**config.mk**
```make
export PLATFORM = sky130hd
export DESIGN_NAME = ogcf_ctrl
export DESIGN_NICKNAME = d
export VERILOG_FILES = /design/src/ogcf_pkg.sv /design/src/ogcf_ctrl.sv
export SDC_FILE = /design/constraint.sdc
export NUM_CORES = 1
export LEC_CHECK = 0
export ABC_AREA = 1
export BUFFER_PORTS_ARGS = -buffer_cell sky130_fd_sc_hd__buf_4
export CORE_AREA = 2 2 39 41
export CTS_CLUSTER_DIAMETER = 80
export DETAILED_ROUTE_END_ITERATION = 10
export DIE_AREA = 0 0 41 43
export PLACE_DENSITY = 0.51
export SETUP_SLACK_MARGIN = 0.05
export SYNTH_ARGS = -nofsm -noshare
export SYNTH_HDL_FRONTEND = slang
export SYNTH_SLANG_ARGS = --single-unit
```
**constraint.sdc**
```tcl
create_clock -name i_clk -period 0.8 [get_ports i_clk]
set_input_delay 0.04 -clock i_clk [delete_from_list [all_inputs] [get_ports i_clk]]
set_output_delay 0.04 -clock i_clk [all_outputs]
set_load 0.02 [all_outputs]
```
**src/ogcf_pkg.sv**
```systemverilog
// shared types, constants and helpers for the occupancy grid cell fusion block
`timescale 1ns / 1ps

package ogcf_pkg;

    // default sizing of the block
    localparam int P_GRID_DIM      = 512;
    localparam int P_LOCAL_DIM     = 2048;
    localparam int P_GLOBAL_RES_MM = 100;

    // register map, word index into the apb window
    localparam logic [2:0] REG_CENTER_X  = 3'd0;
    localparam logic [2:0] REG_CENTER_Y  = 3'd1;
    localparam logic [2:0] REG_RADIUS    = 3'd2;
    localparam logic [2:0] REG_OFFSET_X  = 3'd3;
    localparam logic [2:0] REG_OFFSET_Y  = 3'd4;
    localparam logic [2:0] REG_LOCAL_RES = 3'd5;
    localparam logic [2:0] REG_LOCAL_W   = 3'd6;
    localparam logic [2:0] REG_LOCAL_H   = 3'd7;

    // result status codes
    localparam logic [2:0] STAT_WRITTEN      = 3'd0;
    localparam logic [2:0] STAT_FUSED        = 3'd1;
    localparam logic [2:0] STAT_UNKNOWN      = 3'd2;
    localparam logic [2:0] STAT_OUTSIDE_WIN  = 3'd3;
    localparam logic [2:0] STAT_OUTSIDE_GRID = 3'd4;

    // cell values
    localparam logic signed [7:0] CELL_UNKNOWN = -8'sd1;
    localparam logic [6:0]        VAL_MAX      = 7'd100;
    localparam logic [6:0]        VAL_OCC      = 7'd100;
    localparam logic [6:0]        VAL_FREE     = 7'd0;
    localparam logic [7:0]        FUSE_THRESH  = 8'd80;

    // x / 5 for x up to 400, by reciprocal 205 / 1024
    localparam logic [9:0] DIV5_RECIP = 10'd205;

    typedef struct packed {
        logic signed [12:0] center_x;
        logic signed [12:0] center_y;
        logic        [10:0] window_radius;
        logic signed [20:0] offset_x_mm;
        logic signed [20:0] offset_y_mm;
        logic        [9:0]  local_res_mm;
        logic        [11:0] local_width;
        logic        [11:0] local_height;
    } t_cfg;

    typedef enum logic [3:0] {
        S_CLEAR,
        S_IDLE,
        S_WIN,
        S_POS,
        S_DIV,
        S_CORR,
        S_ADDR,
        S_READ,
        S_WRITE
    } t_state;

    // controller to datapath
    typedef struct packed {
        logic clear;
        logic load;
        logic win;
        logic pos;
        logic div;
        logic corr;
        logic addr;
        logic read;
        logic commit;
    } t_dp_cmd;

    // datapath to controller
    typedef struct packed {
        logic clear_last;
    } t_dp_stat;

    function automatic logic [6:0] div5(input logic [8:0] x);
        logic [18:0] p;
        p = 19'(x) * 19'(DIV5_RECIP);
        return p[16:10];
    endfunction

endpackage

```
**src/ogcf_ctrl.sv**
```systemverilog
// sequencer of the cell fusion block
`timescale 1ns / 1ps

module ogcf_ctrl (
    input  logic               i_clk,
    input  logic               i_rst_n,
    input  logic               i_start,
    input  ogcf_pkg::t_dp_stat i_stat,
    output ogcf_pkg::t_dp_cmd  o_cmd,
    output logic               o_busy
);
    import ogcf_pkg::*;

    t_state r_state;
    t_state n_state;

    always_ff @(posedge i_clk) begin
        if (!i_rst_n) begin
            r_state <= S_CLEAR;
        end else begin
            r_state <= n_state;
        end
    end

    always_comb begin
        n_state = r_state;
        case (r_state)
            S_CLEAR: begin
                if (i_stat.clear_last) begin
                    n_state = S_IDLE;
                end
            end
            S_IDLE: begin
                if (i_start) begin
                    n_state = S_WIN;
                end
            end
            S_WIN:   n_state = S_POS;
            S_POS:   n_state = S_DIV;
            S_DIV:   n_state = S_CORR;
            S_CORR:  n_state = S_ADDR;
            S_ADDR:  n_state = S_READ;
            S_READ:  n_state = S_WRITE;
            S_WRITE: n_state = S_IDLE;
            default: n_state = S_CLEAR;
        endcase
    end

    always_comb begin
        o_cmd  = '0;
        o_busy = 1'b1;
        case (r_state)
            S_CLEAR: o_cmd.clear = 1'b1;
            S_IDLE: begin
                o_busy     = 1'b0;
                o_cmd.load = i_start;
            end
            S_WIN:   o_cmd.win    = 1'b1;
            S_POS:   o_cmd.pos    = 1'b1;
            S_DIV:   o_cmd.div    = 1'b1;
            S_CORR:  o_cmd.corr   = 1'b1;
            S_ADDR:  o_cmd.addr   = 1'b1;
            S_READ:  o_cmd.read   = 1'b1;
            S_WRITE: o_cmd.commit = 1'b1;
            default: o_busy = 1'b1;
        endcase
    end

endmodule

```
[Yosys cells after proc, flatten, opt, wreduce, memory -nomap -nowiden]
Cells that the tools add are included.
Word-level totals
  bits in registers: 4
  bits in latches: 0
  RAM bits: 0
  ROM bits: 0
  input bits: 4
  output and inout port bits: 10
  logic and storage cells: 26
  memories kept: 0
Operators by class
  add/subtract/negate cells: 0
  multiply operators: 0
  div/mod/pow operators: 0
  order comparisons: 0
  equality and inequality tests: 10
  shifts and indexed selects: 0
  muxes and demuxes: 13
  bitwise operators: 0
  reductions and logical operators: 2
Operator list (count)
  one-hot mux 4 bit (9 select lines): 1
  equality test 4 x 3 -> 1 bit (second input constant): 4
  two-way mux 1 bit: 10
  equality test 4 x 2 -> 1 bit (second input constant): 2
  two-way mux 4 bit: 2
  equality test 4 x 1 -> 1 bit (second input constant): 1
  equality test 4 bit (second input constant): 1
  zero test 4 bit: 1
  inequality test 2 bit (second input constant): 2
  AND reduction 2 bit: 1

[Depth between registers and ports, before layout]
Gate-level depths: netlist (run 1).
  word-level depth: 3
  gate-level depth with buffers: 6
  mapped depth without buffers: 6

[Worst setup path after synthesis (run 1)]
No wires, ideal clock.
  path type: reg2out
  start point: reg r_state[0]
  end point: out o_cmd[7] in the netlist's numbering
  data arrival time: 1.016 ns
  data required time: 0.760 ns
  slack: -0.256 ns
  cell stages (with the launch flop): 5
  buffers on the path: 0
  cell sequence: dfxtp_1 -> inv_1 -> nor2_2 -> nand2_1 -> nor2_1
RTL lines
  from (decl): RTL line ogcf_ctrl.sv:14  | t_state r_state;
  from (signal assigned): RTL line ogcf_ctrl.sv:21  | r_state <= n_state;
  to (decl): RTL line ogcf_ctrl.sv:9  | output ogcf_pkg::t_dp_cmd o_cmd,

==> results of run 1 <==
==> logic make-up after synthesis <==
group / count (synthesis)
compound gates: 2
buf+inv: 11
flops: 4
simple gates: 26
==> final timing paths <==
check,to,startpoint,cells after the start
max,o_cmd[7],r_state[3],5
min,r_state[0],i_rst_n,3
max reg2reg,r_state[0],r_state[3],7
min reg2reg,r_state[2],r_state[2],2
==> where the power goes <==
group          switching, mW  leakage (nW)  internal, mW
clock                 0.0810        0.0150         0.187
sequential            0.0391        0.0355         0.216
combinational          0.243         0.265         0.240
total                  0.363         0.315         0.643
==> critical path: cells and delay by family, from the launching register on <==
family / cells / cell delay, ps
DFF: 1 / 350
and+or+nand+nor: 3 / 270
buffers and inverters: 2 / 230
==> routing by layer <==
metal	vias up	GRT usage, %	share of wire (%)
li1	189	-	-
met3	2	3.66	4.7
met1	153	12.2	41
met2	8	16.3	53
met5	-	0	0
met4	0	10.0	1.2
==> timing repair <==
item,in CTS,in global routing
buffers inserted,6,2
hold endpoints to repair,0,0
resized for setup,15,4
endpoints found under the setup margin,14,14
cloned,0,0
pin swaps,10,3
==> cells in the final DEF, fill, tap and decap left out, drive strengths merged <==
master / n
a21oi: 1
buf: 25
clkbuf: 4
dfxtp: 4
inv: 11
nand2: 7
nand3: 4
nor2: 10
nor3: 5
o21ai: 1
==> through the flow <==
stage               worst slack [ps]  cell area, sq um  util [%]  total power [mW]
CTS                             -345               659      47.6              1.01
floorplan                      -86.8               362         -             0.505
global route                    -379               691      49.9              1.08
detailed placement              -157               522      37.7             0.636
finish                          -335               691      49.9              1.01
global placement                -154               522      37.7             0.635
==> final cells by class <==
type / instances / area, sq um / share of cell area, %
clock buffers: 4 / 26.3 / 3.80
repair buffers: 25 / 246 / 35.7
flip-flops and latches: 4 / 95.1 / 13.8
multi-input cells: 28 / 254 / 36.8
well taps: 16 / 20.0 / 2.90
inverters: 11 / 48.8 / 7.07
==> results_dict.tcl, run 1 <==
set metrics [dict create \
    clk_pin_slew_ps 40 \
    endpoint_kind "output port" \
    grt_max_degree 6 \
    clockBufferDepth 2 \
    reg2reg_setup_slack_ps -280 \
    muxShareOfSynthArea_pct 0 \
    cp.required_ps 760 \
    synth_top_family_by_area "simple AND/OR/NAND/NOR gates" \
    max_slew_margin_pct 88.2 \
    path_max_fanout 3 \
    vias_per_cell 4.00 \
    ys_top_cells_by_count "inv_1 (11), nor2_1 (8), nand2_1 (7)" \
    cap_violations 0 \
    synth-warning-count 0 \
    routed_wl_microns 801 \
    start_util_pct 17.7 \
    largestRegisters "r_state: 4 flops" \
    largest_reg_flops 4 \
    ys_ff_latch 4 \
    gr-total-overflow 0 \
    core-area_sq_um 1380 \
    cts_buffers 3 \
    stdcell_count 88 \
    port-buffer-count 13 \
    grt_pass1_vias 325 \
    yosysMostFrequentCell "inv_1" \
    grt_pass1_wl_microns 1280 \
    violations "negative setup slack" \
    ys.flop_type "dfxtp_1" \
    slowest_delay_ps 350 \
    critPathMostFrequentCell "nor2_4" \
    diodes 0 \
    skew_ps 3.51 \
    ys_seq_area_share_pct 32.7 \
    layout-drive-gt1-share_pct 75.0 \
    fin_ws_ps -335 \
    htreeDepth 1 \
    fin_nets 77 \
    ys_async_sr_fraction_pct 0 \
    vias 352 \
    rsz0062_at_grt "yes" \
    outcome "complete, but fails checks" \
    drtPass1Iterations 2 \
    irDropWorstVdd_mv 0.782 \
    fin_setup_tns_ps -3600 \
    syn2layout_area_growth_pct 182 \
    tritoncts "yes" \
    postSynthCellCount 43 \
    yosys.area_share.simple_pct 46.4 \
    tightest_slew_ps 177 \
    fin_crit_sh_pct 142 \
    fill_cells 143 \
    synth_edf_count 0 \
    synth_top_area_share_pct 32.7 \
    wl_per_cell_microns 9.10 \
    die_area_sq_um 1760 \
    synthesis.nets 47 \
    min_period_ps 1130 \
    cp_cell_sequence "nor2_4 -> buf_12 -> nand2_4 -> nor2_4 -> buf_6" \
    fmax_mhz 881 \
    grt_antenna_before_repair 0 \
    slew_violations 0 \
    cp_slowest_cell "dfxtp_4" \
    synth_area_leaders "dfxtp_1 (33%), inv_1 (17%), nor2_1 (12%)" \
    critPathArrivalTime_ps 1090 \
    hold_ws_ps 49.1 \
    synth_area_leader_cell "dfxtp_1" \
    die_w_microns 41 \
    clock-sinks 4 \
    synth_fa_ha_area_share_pct 0 \
    worst_setup_path_start_kind "register" \
    drc_errors 0 \
    rows 14 \
    hold_class "in -> reg" \
    drt.antenna.violating_nets 0 \
    criticalPathCategory "reg -> out" \
    root_buffer "clkbuf_4" \
    drtIter0Drc 1 \
    top_register "r_state" \
    dpl.hpwl_microns 592 \
    setup_violations 14 \
    powerDensity_nw_per_um2 1460 \
    syn_area_per_cell_sq_um 5.70 \
    synth-xor-area-share_pct 0 \
    dieHeight_microns 43 \
    netlist_area_sq_um 245 \
    grt_usage_pct 11.2 \
    dp.cells 76 \
    synth_compound_area_share_pct 4.08 \
    hold_violations 0 \
    hold_buffers 0 \
    gp_congestion 0.762 \
    insertion_delay_ps 230 \
    pin_count 14 \
    synth_cell_types 9 \
    p_leak_nw 0.315 \
]
Power figures use the tool's default switching activity.
==> run 2: changes to the inputs <==
CORE_AREA = 10 10 47 49   (was 2 2 39 41)
DIE_AREA = 0 0 57 59   (was 0 0 41 43)
SKIP_CTS_REPAIR_TIMING = 1   (was not set)
clock period = 0.95 ns   (was 0.8 ns; I/O delays follow)
==> results_dict.tcl, run 2 (synthesized netlist as in run 1, its figures left out) <==
set metrics [dict create \
    path_max_fanout 5 \
    insertion_delay_ps 230 \
    diodes 0 \
    syn2layout_area_growth_pct 101 \
    start_util_pct 17.5 \
    criticalPathCategory "reg -> out" \
    root_buffer "clkbuf_4" \
    stdcell_count 79 \
    gp_congestion 0.728 \
    setup_violations 12 \
    tritoncts "yes" \
    wl_per_cell_microns 9.89 \
    vias_per_cell 4.06 \
    final_common_cell "buf_4" \
    max_slew_margin_pct 88.6 \
    irDropWorstVdd_mv 0.504 \
    dieHeight_microns 59 \
    rsz0062_at_grt "yes" \
    clk_pin_slew_ps 40 \
    die_w_microns 57 \
    core-area_sq_um 1400 \
    utilization_pct 35.1 \
    drtIter0Drc 1 \
    largestRegisters "r_state: 4 flops" \
    drc_errors 0 \
    vias 321 \
    grt_max_degree 6 \
    fin_crit_sh_pct 116 \
    largest_reg_flops 4 \
    fin_ws_ps -153 \
    drt.antenna.violating_nets 0 \
    pin_count 14 \
    fin_area_sq_um 492 \
    grt_pass1_vias 320 \
    layout_common_cells "buf_4 (14), inv_1 (8), nor2_2 (4), nand3_1 (4)" \
    rows 14 \
    reg2reg_from "r_state[2]" \
    htreeDepth 1 \
    fmax_mhz 907 \
    fin_setup_tns_ps -1300 \
    powerDensity_nw_per_um2 1400 \
    slew_violations 0 \
    critPathArrivalTime_ps 1060 \
    min_period_ps 1100 \
    min_from "i_rst_n" \
    violations "negative setup slack" \
    layout-drive-gt1-share_pct 63.5 \
    grt_antenna_before_repair 0 \
    endpoint_kind "output port" \
    grt_usage_pct 4.84 \
    top_register "r_state" \
    clockBufferDepth 2 \
    dpl.hpwl_microns 628 \
    place_area_sq_um 388 \
    die_area_sq_um 3360 \
    hold_violations 0 \
    cp.required_ps 900 \
    drtPass1Iterations 3 \
    p_leak_nw 0.246 \
    dp.cells 74 \
    fin_nets 69 \
    cts_buffers 3 \
    routed_wl_microns 781 \
    startpoint "r_state[3]" \
    gr-total-overflow 0 \
    skew_ps 3.23 \
    tightest_slew_ps 169 \
    cap_violations 0 \
    fill_cells 160 \
    reg2reg_setup_slack_ps -50 \
    clock-sinks 4 \
    hold_class "in -> reg" \
    grt_pass1_wl_microns 1280 \
    outcome "complete, but fails checks" \
    worst_setup_path_start_kind "register" \
    port-buffer-count 13 \
]
-- run 2: changes by cell type in the layout (fill, tap and decap cells not counted), sizes merged --
cell    delta
buf        -8
clkbuf     -1
-- run 2: layout make-up --
type / instances / area (sq um) / area share (%)
Multi-Input combinational cell: 28 / 176 / 35.9
Timing Repair Buffer: 17 / 139 / 28.2
Sequential cell: 4 / 90.1 / 18.3
Inverter: 11 / 43.8 / 8.91
Clock buffer: 3 / 22.5 / 4.58
Tap cell: 16 / 20.0 / 4.07
-- run 2: routing by layer --
| layer | wire length, microns | GRT usage [%] | vias to the layer above |
|---|---|---|---|
| li1 | - | - | 170 |
| met1 | 307 | 4.76 | 142 |
| met2 | 423 | 7.60 | 7 |
| met3 | 44 | 1.72 | 2 |
| met4 | 6 | 5.03 | 0 |
| met5 | 0 | 0 | - |
-- run 2: power breakdown --
group	switching, mW	leakage [nW]	internal [mW]	total (mW)
Clock	0.0600	0.0138	0.141	0.201
Sequential	0.0299	0.0350	0.186	0.216
Combinational	0.147	0.197	0.126	0.272
-- run 2: critical path: stages (launching register included) --
cell     delay [ps]
dfxtp_2         330
inv_1           110
nand2_4          80
nor3_1          130
buf_4           170
-- run 2: path summary, 6_finish.rpt --
kind,to,depth (start not counted)
worst min-delay path,r_state[0],3
worst max register to register,r_state[0],6
worst min register to register,r_state[2],2
worst max-delay path,o_cmd[3],4
-- run 2: through the flow --
step / worst slack [ps] / hold slack (ps) / power [mW]
finish: -153 / 66.4 / 0.689
global route: -237 / 62.1 / 0.746
CTS: -252 / 66.3 / 0.636
detailed placement: -2.53 / 312 / 0.420
global placement: -7.37 / 296 / 0.419
floorplan: -70.1 / 175 / 0.335
==> run 3: changes to the inputs <==
PLACE_DENSITY = 0.47   (was 0.51)
==> results_dict.tcl, run 3 (synthesized netlist as in run 1, its figures left out) <==
set metrics [dict create \
    dp.cells 74 \
    gp_congestion 0.713 \
    root_buffer "clkbuf_4" \
    dieHeight_microns 59 \
    min_from "i_rst_n" \
    highest_layer "met3" \
    fin_nets 69 \
    place_area_sq_um 388 \
    hold_class "in -> reg" \
    die_w_microns 57 \
    largest_reg_flops 4 \
    fin_ws_ps -177 \
    critPathArrivalTime_ps 1080 \
    outcome "complete, but fails checks" \
    clock-sinks 4 \
    min_path_cells 3 \
    final_common_cell "buf_4" \
    core-area_sq_um 1400 \
    dpl.hpwl_microns 632 \
    cap_violations 0 \
    htreeDepth 1 \
    fin_crit_sh_pct 119 \
    tightest_slew_ps 154 \
    wl_met1_microns 303 \
    met3_length_microns 70 \
    drtIter0Drc 2 \
    rsz0062_at_grt "yes" \
    fin_setup_tns_ps -1410 \
    pre_cts_ws_ps 6.09 \
    largestRegisters "r_state: 4 flops" \
    grt_pass1_wl_microns 1220 \
    clockBufferDepth 2 \
    rows 14 \
    grt_antenna_before_repair 0 \
    insertion_delay_ps 230 \
    drtPass1Iterations 2 \
    diodes 0 \
    grt_pass1_vias 280 \
    cp_cell_sequence "nor2_4 -> nand2_1 -> nor2_1 -> buf_4" \
    drt.antenna.violating_nets 0 \
    syn2layout_area_growth_pct 105 \
    setup_violations 11 \
    wl_met2_microns 471 \
    vias 323 \
    vias_per_cell 4.09 \
    die_area_sq_um 3360 \
    hold_violations 0 \
    utilization_pct 35.8 \
    wl_per_cell_microns 10.7 \
    violations "negative setup slack" \
    grt_max_degree 6 \
    slew_violations 0 \
    reg2reg_from "r_state[3]" \
    fmax_mhz 887 \
    rr_endpoint "r_state[0]" \
    worst_setup_path_start_kind "register" \
    min_period_ps 1130 \
    start_util_pct 17.5 \
    worstHoldEndpoint "r_state[0]" \
    cp.required_ps 900 \
    p_total_mw 0.710 \
    criticalPathCategory "reg -> out" \
    slowest_delay_ps 360 \
    layout-drive-gt1-share_pct 61.9 \
    reg2reg_depth 6 \
    pin_count 14 \
    reg2reg_setup_slack_ps -40 \
    top_register "r_state" \
    cp_slowest_cell "dfxtp_4" \
    drc_errors 0 \
    hold_ws_ps 56.7 \
    irDropWorstVdd_mv 0.485 \
    path_max_fanout 5 \
    max_slew_margin_pct 89.6 \
    powerDensity_nw_per_um2 1410 \
    clk_pin_slew_ps 40 \
    fin_area_sq_um 502 \
    stdcell_count 79 \
    routed_wl_microns 845 \
    port-buffer-count 13 \
    cts_buffers 3 \
    gr-total-overflow 0 \
    endpoint_kind "output port" \
    cp_top_family "flip-flops" \
    skew_ps 3.92 \
    tritoncts "yes" \
    p_leak_nw 0.252 \
    grt_usage_pct 4.85 \
    layout_common_cells "buf_4 (14), inv_1 (9), nor2_1 (5), nand2_2 (4)" \
    crit_buf_inv 1 \
]
## run 3: cell types whose count changed in the layout (fill, tap and decap cells not counted)
cell / delta
dfxtp_2: -1
dfxtp_4: +1
inv_1: +1
inv_2: -1
nand2_2: +1
nand2_4: -1
nand3_1: -1
nand3_4: +1
nor2_1: +2
nor2_2: -2
nor3_1: -1
nor3_2: +1
## run 3: area by class of cell
cell class              count  area (sq um)
clock buffers               3          22.5
fillers                   160           900
inverters                  11          43.8
multi-input cells          28           184
flip-flops and latches      4          92.6
well taps                  16          20.0
repair buffers             17           139
## run 3: worst reg2reg max path: cells and delay by family, from the launching register on
family	cells	cell delay [ps]
buf+inv	1	150
flops	1	330
simple gates	5	440
## run 3: worst max path at each step
stage	start	end	slack [ps]	cells past startpoint
floorplan	r_state[0]	o_cmd[3]	-70	2
global placement	r_state[0]	o_cmd[8]	-0.5	4
detailed placement	r_state[0]	r_state[0]	6	5
CTS	r_state[0]	o_cmd[8]	-240	4
global route	r_state[3]	o_cmd[6]	-280	4
finish	r_state[1]	o_cmd[0]	-180	4
## run 3: power breakdown
group | total [mW] | internal [mW] | switching (mW) | leakage, nW
sequential | 0.215 | 0.184 | 0.0302 | 0.0353
combinational | 0.287 | 0.134 | 0.154 | 0.203
clock | 0.208 | 0.141 | 0.0669 | 0.0138
total | 0.710 | 0.459 | 0.251 | 0.252
## run 3: routing by layer
metal | GRT usage [%] | up-vias
li1 | - | 171
met5 | 0 | -
met1 | 4.77 | 145
met4 | 5.03 | 0
met3 | 3.22 | 0
met2 | 6.51 | 7
