$ cat config.mk
export PLATFORM = sky130hd
export DESIGN_NAME = ogcf_regs
export DESIGN_NICKNAME = d
export VERILOG_FILES = /design/src/ogcf_pkg.sv /design/src/ogcf_regs.sv
export SDC_FILE = /design/constraint.sdc
export NUM_CORES = 1
export LEC_CHECK = 0
export ABC_AREA = 1
export BUFFER_PORTS_ARGS = -buffer_cell sky130_fd_sc_hd__buf_2
export CAP_MARGIN = 0
export CORE_MARGIN = 2
export CORE_UTILIZATION = 40
export DETAILED_ROUTE_END_ITERATION = 7
export PLACE_DENSITY = 0.73
export SYNTH_ARGS = -nofsm -noshare
export SYNTH_HDL_FRONTEND = slang
export SYNTH_SLANG_ARGS = --single-unit
$ cat constraint.sdc
create_clock -name i_clk -period 3.7 [get_ports i_clk]
set_input_delay 0.74 -clock i_clk [delete_from_list [all_inputs] [get_ports i_clk]]
set_output_delay 0.74 -clock i_clk [all_outputs]
set_load 0.01 [all_outputs]
$ cat src/ogcf_pkg.sv
// shared types, constants and helpers for the occupancy grid cell fusion block
`timescale 1ns / 1ps

package ogcf_pkg;

    // default sizing of the block
    localparam int P_GRID_DIM      = 512;
    localparam int P_LOCAL_DIM     = 2048;
    localparam int P_GLOBAL_RES_MM = 100;

    // register map, word index into the apb window
    localparam logic [2:0] REG_CENTER_X  = 3'd0;
    localparam logic [2:0] REG_CENTER_Y  = 3'd1;
    localparam logic [2:0] REG_RADIUS    = 3'd2;
    localparam logic [2:0] REG_OFFSET_X  = 3'd3;
    localparam logic [2:0] REG_OFFSET_Y  = 3'd4;
    localparam logic [2:0] REG_LOCAL_RES = 3'd5;
    localparam logic [2:0] REG_LOCAL_W   = 3'd6;
    localparam logic [2:0] REG_LOCAL_H   = 3'd7;

    // result status codes
    localparam logic [2:0] STAT_WRITTEN      = 3'd0;
    localparam logic [2:0] STAT_FUSED        = 3'd1;
    localparam logic [2:0] STAT_UNKNOWN      = 3'd2;
    localparam logic [2:0] STAT_OUTSIDE_WIN  = 3'd3;
    localparam logic [2:0] STAT_OUTSIDE_GRID = 3'd4;

    // cell values
    localparam logic signed [7:0] CELL_UNKNOWN = -8'sd1;
    localparam logic [6:0]        VAL_MAX      = 7'd100;
    localparam logic [6:0]        VAL_OCC      = 7'd100;
    localparam logic [6:0]        VAL_FREE     = 7'd0;
    localparam logic [7:0]        FUSE_THRESH  = 8'd80;

    // x / 5 for x up to 400, by reciprocal 205 / 1024
    localparam logic [9:0] DIV5_RECIP = 10'd205;

    typedef struct packed {
        logic signed [12:0] center_x;
        logic signed [12:0] center_y;
        logic        [10:0] window_radius;
        logic signed [20:0] offset_x_mm;
        logic signed [20:0] offset_y_mm;
        logic        [9:0]  local_res_mm;
        logic        [11:0] local_width;
        logic        [11:0] local_height;
    } t_cfg;

    typedef enum logic [3:0] {
        S_CLEAR,
        S_IDLE,
        S_WIN,
        S_POS,
        S_DIV,
        S_CORR,
        S_ADDR,
        S_READ,
        S_WRITE
    } t_state;

    // controller to datapath
    typedef struct packed {
        logic clear;
        logic load;
        logic win;
        logic pos;
        logic div;
        logic corr;
        logic addr;
        logic read;
        logic commit;
    } t_dp_cmd;

    // datapath to controller
    typedef struct packed {
        logic clear_last;
    } t_dp_stat;

    function automatic logic [6:0] div5(input logic [8:0] x);
        logic [18:0] p;
        p = 19'(x) * 19'(DIV5_RECIP);
        return p[16:10];
    endfunction

endpackage

$ cat src/ogcf_regs.sv
// apb configuration registers of the cell fusion block
`timescale 1ns / 1ps

module ogcf_regs (
    input  logic          i_clk,
    input  logic          i_rst_n,
    input  logic          i_psel,
    input  logic          i_penable,
    input  logic          i_pwrite,
    input  logic [4:0]    i_paddr,
    input  logic [31:0]   i_pwdata,
    output logic [31:0]   o_prdata,
    output ogcf_pkg::t_cfg o_cfg
);
    import ogcf_pkg::*;

    t_cfg       r_cfg;
    logic       wr_en;
    logic [2:0] reg_idx;

    assign reg_idx = i_paddr[4:2];
    assign wr_en   = i_psel && i_penable && i_pwrite;

    always_ff @(posedge i_clk) begin
        if (!i_rst_n) begin
            r_cfg.center_x      <= '0;
            r_cfg.center_y      <= '0;
            r_cfg.window_radius <= 11'd100;
            r_cfg.offset_x_mm   <= '0;
            r_cfg.offset_y_mm   <= '0;
            r_cfg.local_res_mm  <= 10'd100;
            r_cfg.local_width   <= 12'd2048;
            r_cfg.local_height  <= 12'd2048;
        end else if (wr_en) begin
            case (reg_idx)
                REG_CENTER_X:  r_cfg.center_x      <= $signed(i_pwdata[12:0]);
                REG_CENTER_Y:  r_cfg.center_y      <= $signed(i_pwdata[12:0]);
                REG_RADIUS:    r_cfg.window_radius <= i_pwdata[10:0];
                REG_OFFSET_X:  r_cfg.offset_x_mm   <= $signed(i_pwdata[20:0]);
                REG_OFFSET_Y:  r_cfg.offset_y_mm   <= $signed(i_pwdata[20:0]);
                REG_LOCAL_RES: r_cfg.local_res_mm  <= i_pwdata[9:0];
                REG_LOCAL_W:   r_cfg.local_width   <= i_pwdata[11:0];
                REG_LOCAL_H:   r_cfg.local_height  <= i_pwdata[11:0];
                default: ;
            endcase
        end
    end

    always_comb begin
        case (reg_idx)
            REG_CENTER_X:  o_prdata = 32'(unsigned'(r_cfg.center_x));
            REG_CENTER_Y:  o_prdata = 32'(unsigned'(r_cfg.center_y));
            REG_RADIUS:    o_prdata = 32'(r_cfg.window_radius);
            REG_OFFSET_X:  o_prdata = 32'(unsigned'(r_cfg.offset_x_mm));
            REG_OFFSET_Y:  o_prdata = 32'(unsigned'(r_cfg.offset_y_mm));
            REG_LOCAL_RES: o_prdata = 32'(r_cfg.local_res_mm);
            REG_LOCAL_W:   o_prdata = 32'(r_cfg.local_width);
            REG_LOCAL_H:   o_prdata = 32'(r_cfg.local_height);
            default:       o_prdata = '0;
        endcase
    end

    assign o_cfg = r_cfg;

endmodule

## After elaboration in Yosys (flattened, before gate mapping)

Index checks and enable logic that the tools add are counted.

| word-level totals | value |
|---|---|
| bits in registers | 113 |
| input bits | 42 |
| output and inout bits | 145 |
| logic and storage cells | 27 |

| operators by class | value |
|---|---|
| eq/ne operators | 7 |
| multiplexer cells | 1 |
| reductions and logical operators | 11 |

Operator list:

| cell | count |
|---|---|
| $pmux W32 S8 | 1 |
| $reduce_and A2 Y1 | 8 |
| $eq A3 B3 Y1 const B | 4 |
| $eq A3 B2 Y1 const B | 2 |
| $eq A3 B1 Y1 const B | 1 |
| $logic_not A3 Y1 | 1 |
| $logic_and A1 B1 Y1 | 2 |

## Longest topological paths before layout

Gate-level depths: netlist (run 1).

| depth | value |
|---|---|
| depth after elaboration | 3 |
| depth in mapped cells | 9 |
| depth with buffers taken out | 6 |

## Least setup slack after synthesis (run 1)

No wires, ideal clock.

| timing path | value |
|---|---|
| path type | input -> output |
| from | input port i_paddr[4] |
| to | output port o_prdata[10] |
| arrival time | 1.649 ns |
| required time | 2.960 ns |
| slack | 1.311 ns |
| cell stages on the path | 8 |
| buffers on the path | 3 |
| path through | buf_2 > inv_2 > buf_6 > clkbuf_1 > nand4_1 > nand2_1 > nor2_1 > nand3_1 |

| on the way | value |
|---|---|
| cells in the longest elaborated chain, start to end | 2 |
| elaborated cells between the ends (all ways) | 9 |
| classes of those cells | eq/ne: 7; mux: 1; reduce/logical: 1 |

RTL lines:

| item | line | text |
|---|---|---|
| start, declared | ogcf_regs.sv:10 | `input logic [4:0] i_paddr,` |
| $eq A3 B3 Y1 (tied with other cells) | ogcf_regs.sv:50 | `case (reg_idx)` |
| $pmux W32 S8 (*) | ogcf_regs.sv:50 |  |
| end, declared | ogcf_regs.sv:12 | `output logic [31:0] o_prdata,` |

Every way passes the cells marked *; elsewhere a longest branch is shown, timed or not. The select of a mux whose other input is x is not followed.

## Worst setup path in the final report (run 1)

| timing path | value |
|---|---|
| from | input port i_paddr[4] |
| to | output port o_prdata[1] |

The elaborated chain is that of the path after synthesis.

==> results of run 1 <==
[synthesized netlist by cell type (all sizes together)]
| master | count | area share [%] |
|---|---|---|
| inv | 32 | 2.3 |
| clkbuf | 24 | 1.8 |
| conb | 1 | 0.071 |
| nand2 | 79 | 5.7 |
| dfxtp | 113 | 43 |
| a21oi | 1 | 0.094 |
| buf | 60 | 6.5 |
| nor3 | 68 | 6.4 |
| nand3 | 45 | 4.7 |
| o21ai | 113 | 11 |
| nor2 | 189 | 14 |
| nand4 | 47 | 5.5 |
[where the power goes]
group	switching, mW	internal (mW)
Sequential	0.0143	1.23
Clock	0.598	1.09
Combinational	0.167	0.0588
Total	0.780	2.38
[metal layers]
layer	track usage [%]	vias up
met4	12.43	0
met5	0	-
met1	36.89	2663
met2	35.27	343
met3	7.328	37
li1	-	2802
[how the worst min path moves through the flow]
stage              start         to  depth (start not counted)
2_1_floorplan  o_cfg[78]  o_cfg[78]                          2
3_3_place_gp   o_cfg[78]  o_cfg[78]                          2
3_5_place_dp   o_cfg[78]  o_cfg[78]                          2
4_1_cts        o_cfg[78]  o_cfg[78]                          2
5_1_grt        o_cfg[29]  o_cfg[29]                          2
6_report       o_cfg[78]  o_cfg[78]                          2
[through the flow]
stage               cell area (sq um)  hold slack [ns]  setup WS [ns]  cells
global route                     6693           0.5070         0.4709   1084
finish                           6693           0.4872         0.5845   1084
global placement                 6078           0.4801         0.6142   1052
detailed placement               6078           0.4752         0.6223   1052
CTS                              6693           0.4876         0.6194   1084
floorplan                        5355           0.5016          1.311    782
[worst max-delay path, stage by stage]
cell	delay [ns]
buf_2	0.29
buf_4	0.34
nand3_1	0.40
nor2_1	0.27
nor2_1	0.07
nand3_1	0.11
buf_2	0.14
[cell type report]
| type | count | area (sq um) | area share, % |
|---|---|---|---|
| Clock buffer | 19 | 452.9 | 6.768 |
| Clock inverter | 13 | 161.4 | 2.412 |
| Inverter | 32 | 120.1 | 1.795 |
| Multi-Input combinational cell | 553 | 2532 | 37.84 |
| Sequential cell | 113 | 2262 | 33.80 |
| Tap cell | 176 | 220.2 | 3.290 |
| Timing Repair Buffer | 178 | 943.4 | 14.10 |
[cell families after synthesis]
| logic type | count (synthesis) | share of synthesized area (%) |
|---|---|---|
| compound gates | 114 | 10.73 |
| buf+inv | 116 | 10.54 |
| simple gates | 428 | 36.12 |
| other cells | 1 | 0.07052 |
| flops | 113 | 42.54 |
==> run summary, run 1 <==
Outcome = finished clean
Crit path from = i_paddr[4]
Fraction of layout cells with a size suffix above 1 = 25.33%
Num Clock Sinks = 113
Number of global-route vias before repair = 4974
Wirelength per Cell = 17.06 um
Synth Cell Area = 5318 sq um
Dpl hpwl = 12.51 mm
Reg-to-Reg End = o_cfg[100]
CTS-repair resized insts = 0
Die width = 119.3 um
Clock root buffer = clkbuf_16
Seq/Total Area, Yosys = 42.54%
ANT cells = 0
Synth cell types = 23
Die footprint = 14230 sq um
Via count = 5845
Row count = 42
Max-Cap Viols = 0
Clock Latency Late Sink = 0.42 ns
DRC violations left = 0
WL met3 = 1.978 mm
H-tree levels = 4
Gpl congestion = 0.8820
Die Y-Extent = 119.3 um
Grt total ovfl = 0
Slew margin rel. = 47.37%
CTS Buffer Depth = 2
Core Area = 13140 sq um
CTS Buf Count = 17
Layout area overhead = 25.86%
Worst Path Max Fanout = 21
Fill cell count = 1325
R2R setup slack = 2.99 ns
Slew at the pin with the worst max-slew slack = 0.7866 ns
Setup crit end kind = primary output
Top sig layer = met4
Hold Path Class = flip-flop to flip-flop
Post-route clock period utilization = 84.20%
Number of hold buffers added after CTS = 0
Routed vias/inst = 5.392
Start of the worst register-to-register path = o_cfg[100]
Commonest non-fill, non-tap cells in the layout = 182 x nor2_1, 162 x buf_2, 113 x dfxtp_1, 109 x o21ai_1, 77 x nand2_1
Seq cells post-synth = 113
Reg clk slew, reported paths = 0.06 ns
Fmax = 321.0 MHz
Pwr Total = 3.162 mW
Setup TNS Final = 0 ns
Syn_area_per_cell = 6.888 sq um
Post-detailed-route count of antenna-violating nets = 0
CTS tree = yes
Number of setup buffers added after CTS = 0
Tot GR Track Use = 25.77%
Drt pass-1 iters = 7
Max reg flops = 113
Final hold violations = 0
Drt initial violations = 659
Worst setup SP type = input pin
Starting Density = 40.48%
Met2 wire len = 7.682 mm
PortBufs = 162
Initial antenna violation count = 0
Critical path data arrival time = 2.38 ns
Required @ worst endpoint = 2.96 ns
Worst setup path end = o_prdata[1]
WL final = 18.49 mm
Tmin final = 3.115 ns
Final setup violation count = 0
Peak supply drop = 291.2 uV
First-pass GRT wire length = 28.29 mm
Final Max Slew Viols = 0
Largest net degree at the start of global routing = 57
Num ports = 187
Pwr Density = 472.4 nW/um^2
Total of warnings raised by yosys = 0
Syn Inst Count = 772
Clock skew = 0 ns
WL met1 = 8.248 mm
Final Net Count = 937
Worst reg-to-reg path cell count = 2
Fin util = 50.94%
Leakage = 3.215 nW
Critical path class = input pin to primary output
RSZ-0062 raised after global routing = false
Commonest non-fill, non-tap cell in the layout = nor2_1
No activity file was read; power rests on OpenSTA's default activity.
==> run 2, diff against run 1 <==
- PLACE_DENSITY: 0.73 -> 0.76
- clock period: 3.7 -> 2.8 ns (I/O delays scaled with it)
==> run 2 against run 1 <==
Non-clock buffer count rose by 10. Sequential power rose by 32%. Register-to-register slack got worse by 0.88 ns. Routed wire length rose by 2.1%. Worst hold slack got worse by 0.10 ns.
==> run summary, run 2 (same netlist as run 1, synthesis figures left out) <==
Placed cells = 1062 (+0.95%)
Die width = 119.3 um (unchanged)
Critical path class = input pin to primary output
Leakage = 3.265 nW (+1.6%)
Number of global-route vias before repair = 5131 (+3.2%)
Number of hold buffers added after CTS = 0 (unchanged)
Post-detailed-route count of antenna-violating nets = 0 (unchanged)
Max-Cap Viols = 0 (unchanged)
RSZ-0062 raised after global routing = false
Critical path data arrival time = 1.98 ns (-0.40 ns)
Cells along the critical path = buf_2, inv_2, nand4_1, nand2_1, nor2_1, nand3_1, buf_2
Grt total ovfl = 0 (unchanged)
Register area = 2262 sq um (unchanged)
Slowest CP cell = buf_2
Final Max Slew Viols = 0 (unchanged)
Peak supply drop = 426.2 uV (+46%)
Final hold violations = 0 (unchanged)
Initial antenna violation count = 0 (unchanged)
Fill cell count = 1322 (-0.23%)
Hold Path Class = input pin to flip-flop
CP most frequent cell = buf_2
Fmax = 393.9 MHz
Setup crit end kind = primary output
Post-route clock period utilization = 90.67%
Pwr Density = 589.0 nW/um^2 (+25%)
Drt pass-1 iters = 5 (-2)
Commonest non-fill, non-tap cell in the layout = nor2_1
Max reg flops = 113 (unchanged)
Clock skew = 0 ns (unchanged)
Layout area overhead = 26.26%
CP top delay family = buffers and inverters
Starting Density = 40.48% (unchanged)
Num ports = 187 (unchanged)
Dpl hpwl = 12.90 mm (+3.1%)
Largest net degree at the start of global routing = 46 (-19%)
First-pass GRT wire length = 28.84 mm (+1.9%)
Tot GR Track Use = 26.33% (+0.55 points)
H-tree levels = 4 (unchanged)
Row count = 42 (unchanged)
Via count = 5958 (+1.9%)
Layout Cells excl Fill = 1094 (+0.92%)
Gpl congestion = 0.8984 (+1.9%)
Area occupied by multi-input gates = 2532 sq um (unchanged)
PortBufs = 162 (unchanged)
Routed vias/inst = 5.446 (+1.0%)
Slew at the pin with the worst max-slew slack = 0.7014 ns (-0.08521 ns)
Clock root buffer = clkbuf_16
Worst Path Max Fanout = 22 (+4.8%)
Clock Latency Late Sink = 0.42 ns (about the same)
Final Net Count = 947 (+1.1%)
CTS Buf Count = 17 (unchanged)
CTS Buffer Depth = 2 (unchanged)
ANT cells = 0 (unchanged)
DRC violations left = 0 (unchanged)
CTS tree = yes
Outcome = finished clean
Worst path bufs/invs = 3 (unchanged)
CTS-repair resized insts = 0 (unchanged)
WL final = 18.88 mm (+2.1%)
Commonest non-fill, non-tap cells in the layout = 182 x nor2_1, 162 x buf_2, 113 x dfxtp_1, 109 x o21ai_1, 77 x nand2_1
Drt initial violations = 625 (-5.2%)
Num Clock Sinks = 113 (unchanged)
Wirelength per Cell = 17.26 um (+1.2%)
Setup TNS Final = 0 ns (unchanged)
Reg clk slew, reported paths = 0.05 ns (about the same)
Core Area = 13140 sq um (unchanged)
Die footprint = 14230 sq um (unchanged)
Tmin final = 2.539 ns
Delay of the slowest cell on the worst path = 0.38 ns (-0.02 ns)
Die Y-Extent = 119.3 um (unchanged)
Fraction of layout cells with a size suffix above 1 = 25.71% (+0.38 points)
Slew margin rel. = 53.24% (+5.9 points)
Final setup violation count = 0 (unchanged)
Number of setup buffers added after CTS = 0 (unchanged)
Worst setup SP type = input pin
Required @ worst endpoint = 2.24 ns (-0.72 ns)
-- run 2: cell count changes in the layout (fill, tap and decap cells not counted) --
cell	previous run	this run
clkbuf_1	0	4
bufinv_16	3	0
clkbuf_8	2	6
buf_4	15	24
buf_12	1	2
clkinv_2	2	5
clkinv_4	1	0
clkinvlp_4	7	0
-- run 2: final timing paths --
check	start	to	slack, ns	cells after the start
setup / recovery	i_paddr[3]	o_prdata[7]	0.26	7
hold / removal	i_pwdata[20]	o_cfg[54]	0.38	3
setup reg to reg	o_cfg[102]	o_cfg[102]	2.11	2
hold reg to reg	o_cfg[78]	o_cfg[78]	0.49	2
-- run 2: worst min-delay path, cell delays in order --
cell and delay, ns:
buf_2 0.09, nor3_1 0.04, nor2_1 0.08
-- run 2: through the flow --
stage | setup WS, ns | hold WS, ns | power (mW) | util, % | cell area [sq um]
after detailed placement | 0.3090 | 0.4743 | 1.981 | 46.93 | 6166
final | 0.2612 | 0.3850 | 3.955 | 51.10 | 6714
after global routing | 0.1783 | 0.4046 | 4.065 | 51.10 | 6714
after floorplan | 0.7712 | 0.5016 | 1.873 | - | 5355
after global placement | 0.3285 | 0.4831 | 1.980 | 46.93 | 6166
after CTS | 0.2969 | 0.3729 | 3.965 | 51.10 | 6714
-- run 2: per-layer routing --
metal	GRT usage [%]	wire, um	vias to the layer above
met1	36.00	7954	2699
met3	8.285	2204	42
met4	11.18	521	0
li1	-	-	2828
met5	0	0	-
met2	38.22	8201	389
-- run 2: layout make-up --
class	instances	area share, %
clock inverters	5	0.3727
multi-input cells	553	37.72
well taps	176	3.280
flip-flops and latches	113	33.69
inverters	32	1.789
repair buffers	188	15.36
clock buffers	27	7.790
-- run 2: report_power, final --
part / switching [mW] / leakage (nW) / total [mW] / internal [mW]
clock: 0.737 / 0.277 / 2.00 / 1.26
combinational: 0.223 / 2.08 / 0.306 / 0.0838
sequential: 0.0185 / 0.912 / 1.65 / 1.63
total: 0.978 / 3.26 / 3.95 / 2.98
==> run 3, diff against run 2 <==
- CELL_PAD_IN_SITES_DETAIL_PLACEMENT: not set -> 0
- CELL_PAD_IN_SITES_GLOBAL_PLACEMENT: not set -> 2
- CORE_UTILIZATION: 40 -> 24
- PLACE_DENSITY: 0.76 -> 0.84
==> run 3 against run 2 <==
Total power increased by 6.1%. Clock-buffer cell count fell by 6. Clock skew is the same. Sequential cell count stayed put. Non-clock buffer count is 4 lower. Cell count rose by 9.1%. Worst hold slack improved by 0.0011 ns. Sequential share of layout area fell by 0.77 points. Fmax increased by 2.6%.
==> run summary, run 3 (same netlist as run 1, synthesis figures left out) <==
Outcome = finished clean
Critical path class = input pin to primary output
Design area = 6872 sq um (+2.3%)
Starting Density = 24.44% (-16 points)
Area occupied by multi-input gates = 2532 sq um (unchanged)
Number of setup buffers added after CTS = 0 (unchanged)
Initial antenna violation count = 0 (unchanged)
WL final = 21.71 mm (+15%)
Required @ worst endpoint = 2.24 ns (about the same)
Worst setup SP type = input pin
Fraction of layout cells with a size suffix above 1 = 25.71% (about the same)
Die width = 152.9 um (+28%)
CTS Buffer Depth = 2 (unchanged)
ANT cells = 0 (unchanged)
Layout Cells excl Fill = 1194 (+9.1%)
Tot GR Track Use = 18.56% (-7.8 points)
CTS tree = yes
Setup crit end kind = primary output
Num Clock Sinks = 113 (unchanged)
Pwr Total = 4.196 mW (+6.1%)
Final Net Count = 943 (-0.42%)
Tmin final = 2.474 ns (-0.06476 ns)
Setup TNS Final = 0 ns (unchanged)
Dpl hpwl = 15.01 mm (+16%)
Fin util = 31.59% (-20 points)
Commonest non-fill, non-tap cell in the layout = nor2_1
Largest net degree at the start of global routing = 114 (+150%)
Delay of the slowest cell on the worst path = 0.33 ns (-0.05 ns)
Slowest CP cell = nor2_4
Critical path data arrival time = 1.91 ns (-0.07 ns)
Slew at the pin with the worst max-slew slack = 0.9443 ns (+0.2429 ns)
Commonest non-fill, non-tap cells in the layout = 182 x nor2_1, 162 x buf_2, 113 x dfxtp_1, 109 x o21ai_1, 77 x nand2_1
CP top delay family = simple AND/OR/NAND/NOR gates
Via count = 5687 (-4.5%)
Fmax = 404.2 MHz (+2.6%)
Die footprint = 23360 sq um (+64%)
Clock skew = 0 ns (unchanged)
Row count = 54 (+29%)
Die Y-Extent = 152.9 um (+28%)
Max-Cap Viols = 0 (unchanged)
Reg clk slew, reported paths = 0.06 ns (about the same)
Clock root buffer = clkbuf_16
Post-detailed-route count of antenna-violating nets = 0 (unchanged)
CTS-repair resized insts = 0 (unchanged)
Layout area overhead = 29.22%
Leakage = 3.267 nW (about the same)
Final Max Slew Viols = 0 (unchanged)
First-pass GRT wire length = 33.07 mm (+15%)
Wirelength per Cell = 18.18 um (+5.3%)
Routed vias/inst = 4.763 (-13%)
Cells along the critical path = buf_2, nor2_4, nand2_2, nor2_1, nor2_1, nand3_1, buf_2
Placed cells = 1162 (+9.4%)
Peak supply drop = 304.2 uV (-29%)
Number of global-route vias before repair = 5103 (-0.55%)
Slew margin rel. = 36.98% (-16 points)
Drt pass-1 iters = 5 (unchanged)
Fill cell count = 2425 (+83%)
Final hold violations = 0 (unchanged)
Max reg flops = 113 (unchanged)
Gpl congestion = 0.7862 (-12%)
Post-place instance area = 6266 sq um (+1.6%)
Hold Path Class = input pin to flip-flop
PortBufs = 162 (unchanged)
Number of hold buffers added after CTS = 0 (unchanged)
Core Area = 21760 sq um (+66%)
Worst path bufs/invs = 2 (-1)
DRC violations left = 0 (unchanged)
CTS Buf Count = 17 (unchanged)
Clock Latency Late Sink = 0.41 ns (about the same)
Worst Path Max Fanout = 16 (-27%)
RSZ-0062 raised after global routing = false
Pwr Density = 610.6 nW/um^2 (+3.7%)
Num ports = 187 (unchanged)
Final setup violation count = 0 (unchanged)
Grt total ovfl = 0 (unchanged)
Drt initial violations = 357 (-43%)
Register area = 2262 sq um (unchanged)
H-tree levels = 4 (unchanged)
Post-route clock period utilization = 88.36% (-2.3 points)
[run 3: where the power goes]
part	internal (mW)	switching (mW)
clock network	1.46	0.774
registers	1.63	0.0204
logic	0.0830	0.230
total	3.17	1.02
[run 3: worst paths after layout]
check                                  start            to  slack [ns]  depth (start not counted)
worst max-delay path              i_paddr[2]  o_prdata[10]        0.33                          7
worst min-delay path            i_pwdata[20]     o_cfg[75]        0.39                          3
worst max register to register     o_cfg[88]     o_cfg[88]        2.11                          2
worst min register to register     o_cfg[78]     o_cfg[78]        0.49                          2
[run 3: cell type report]
type | count | share of cell area (%)
multi-input combinational | 553 | 36.85
sequential | 113 | 32.92
timing repair buffer | 184 | 14.57
clock buffer | 21 | 6.846
tap | 280 | 5.098
clock inverter | 11 | 1.967
inverter | 32 | 1.748
[run 3: per-stage QoR]
stage	setup slack, ns	hold WS (ns)
global placement	0.2553	0.4841
CTS	0.3273	0.3726
global route	0.1669	0.3773
floorplan	0.7712	0.5016
detailed placement	0.2353	0.4842
finish	0.3259	0.3860
[run 3: layer usage]
layer | vias up | part of all wire, % | track usage [%]
met4 | 0 | 0.53 | 3.968
met5 | - | 0 | 0
met3 | 10 | 6.8 | 4.281
met1 | 2647 | 50 | 27.98
li1 | 2814 | - | -
met2 | 216 | 43 | 26.80
[run 3: tightest hold or removal path, delay by kind of cell]
family	cells	cell delay (ns)
buffers and inverters	1	0.09
and+or+nand+nor	2	0.12
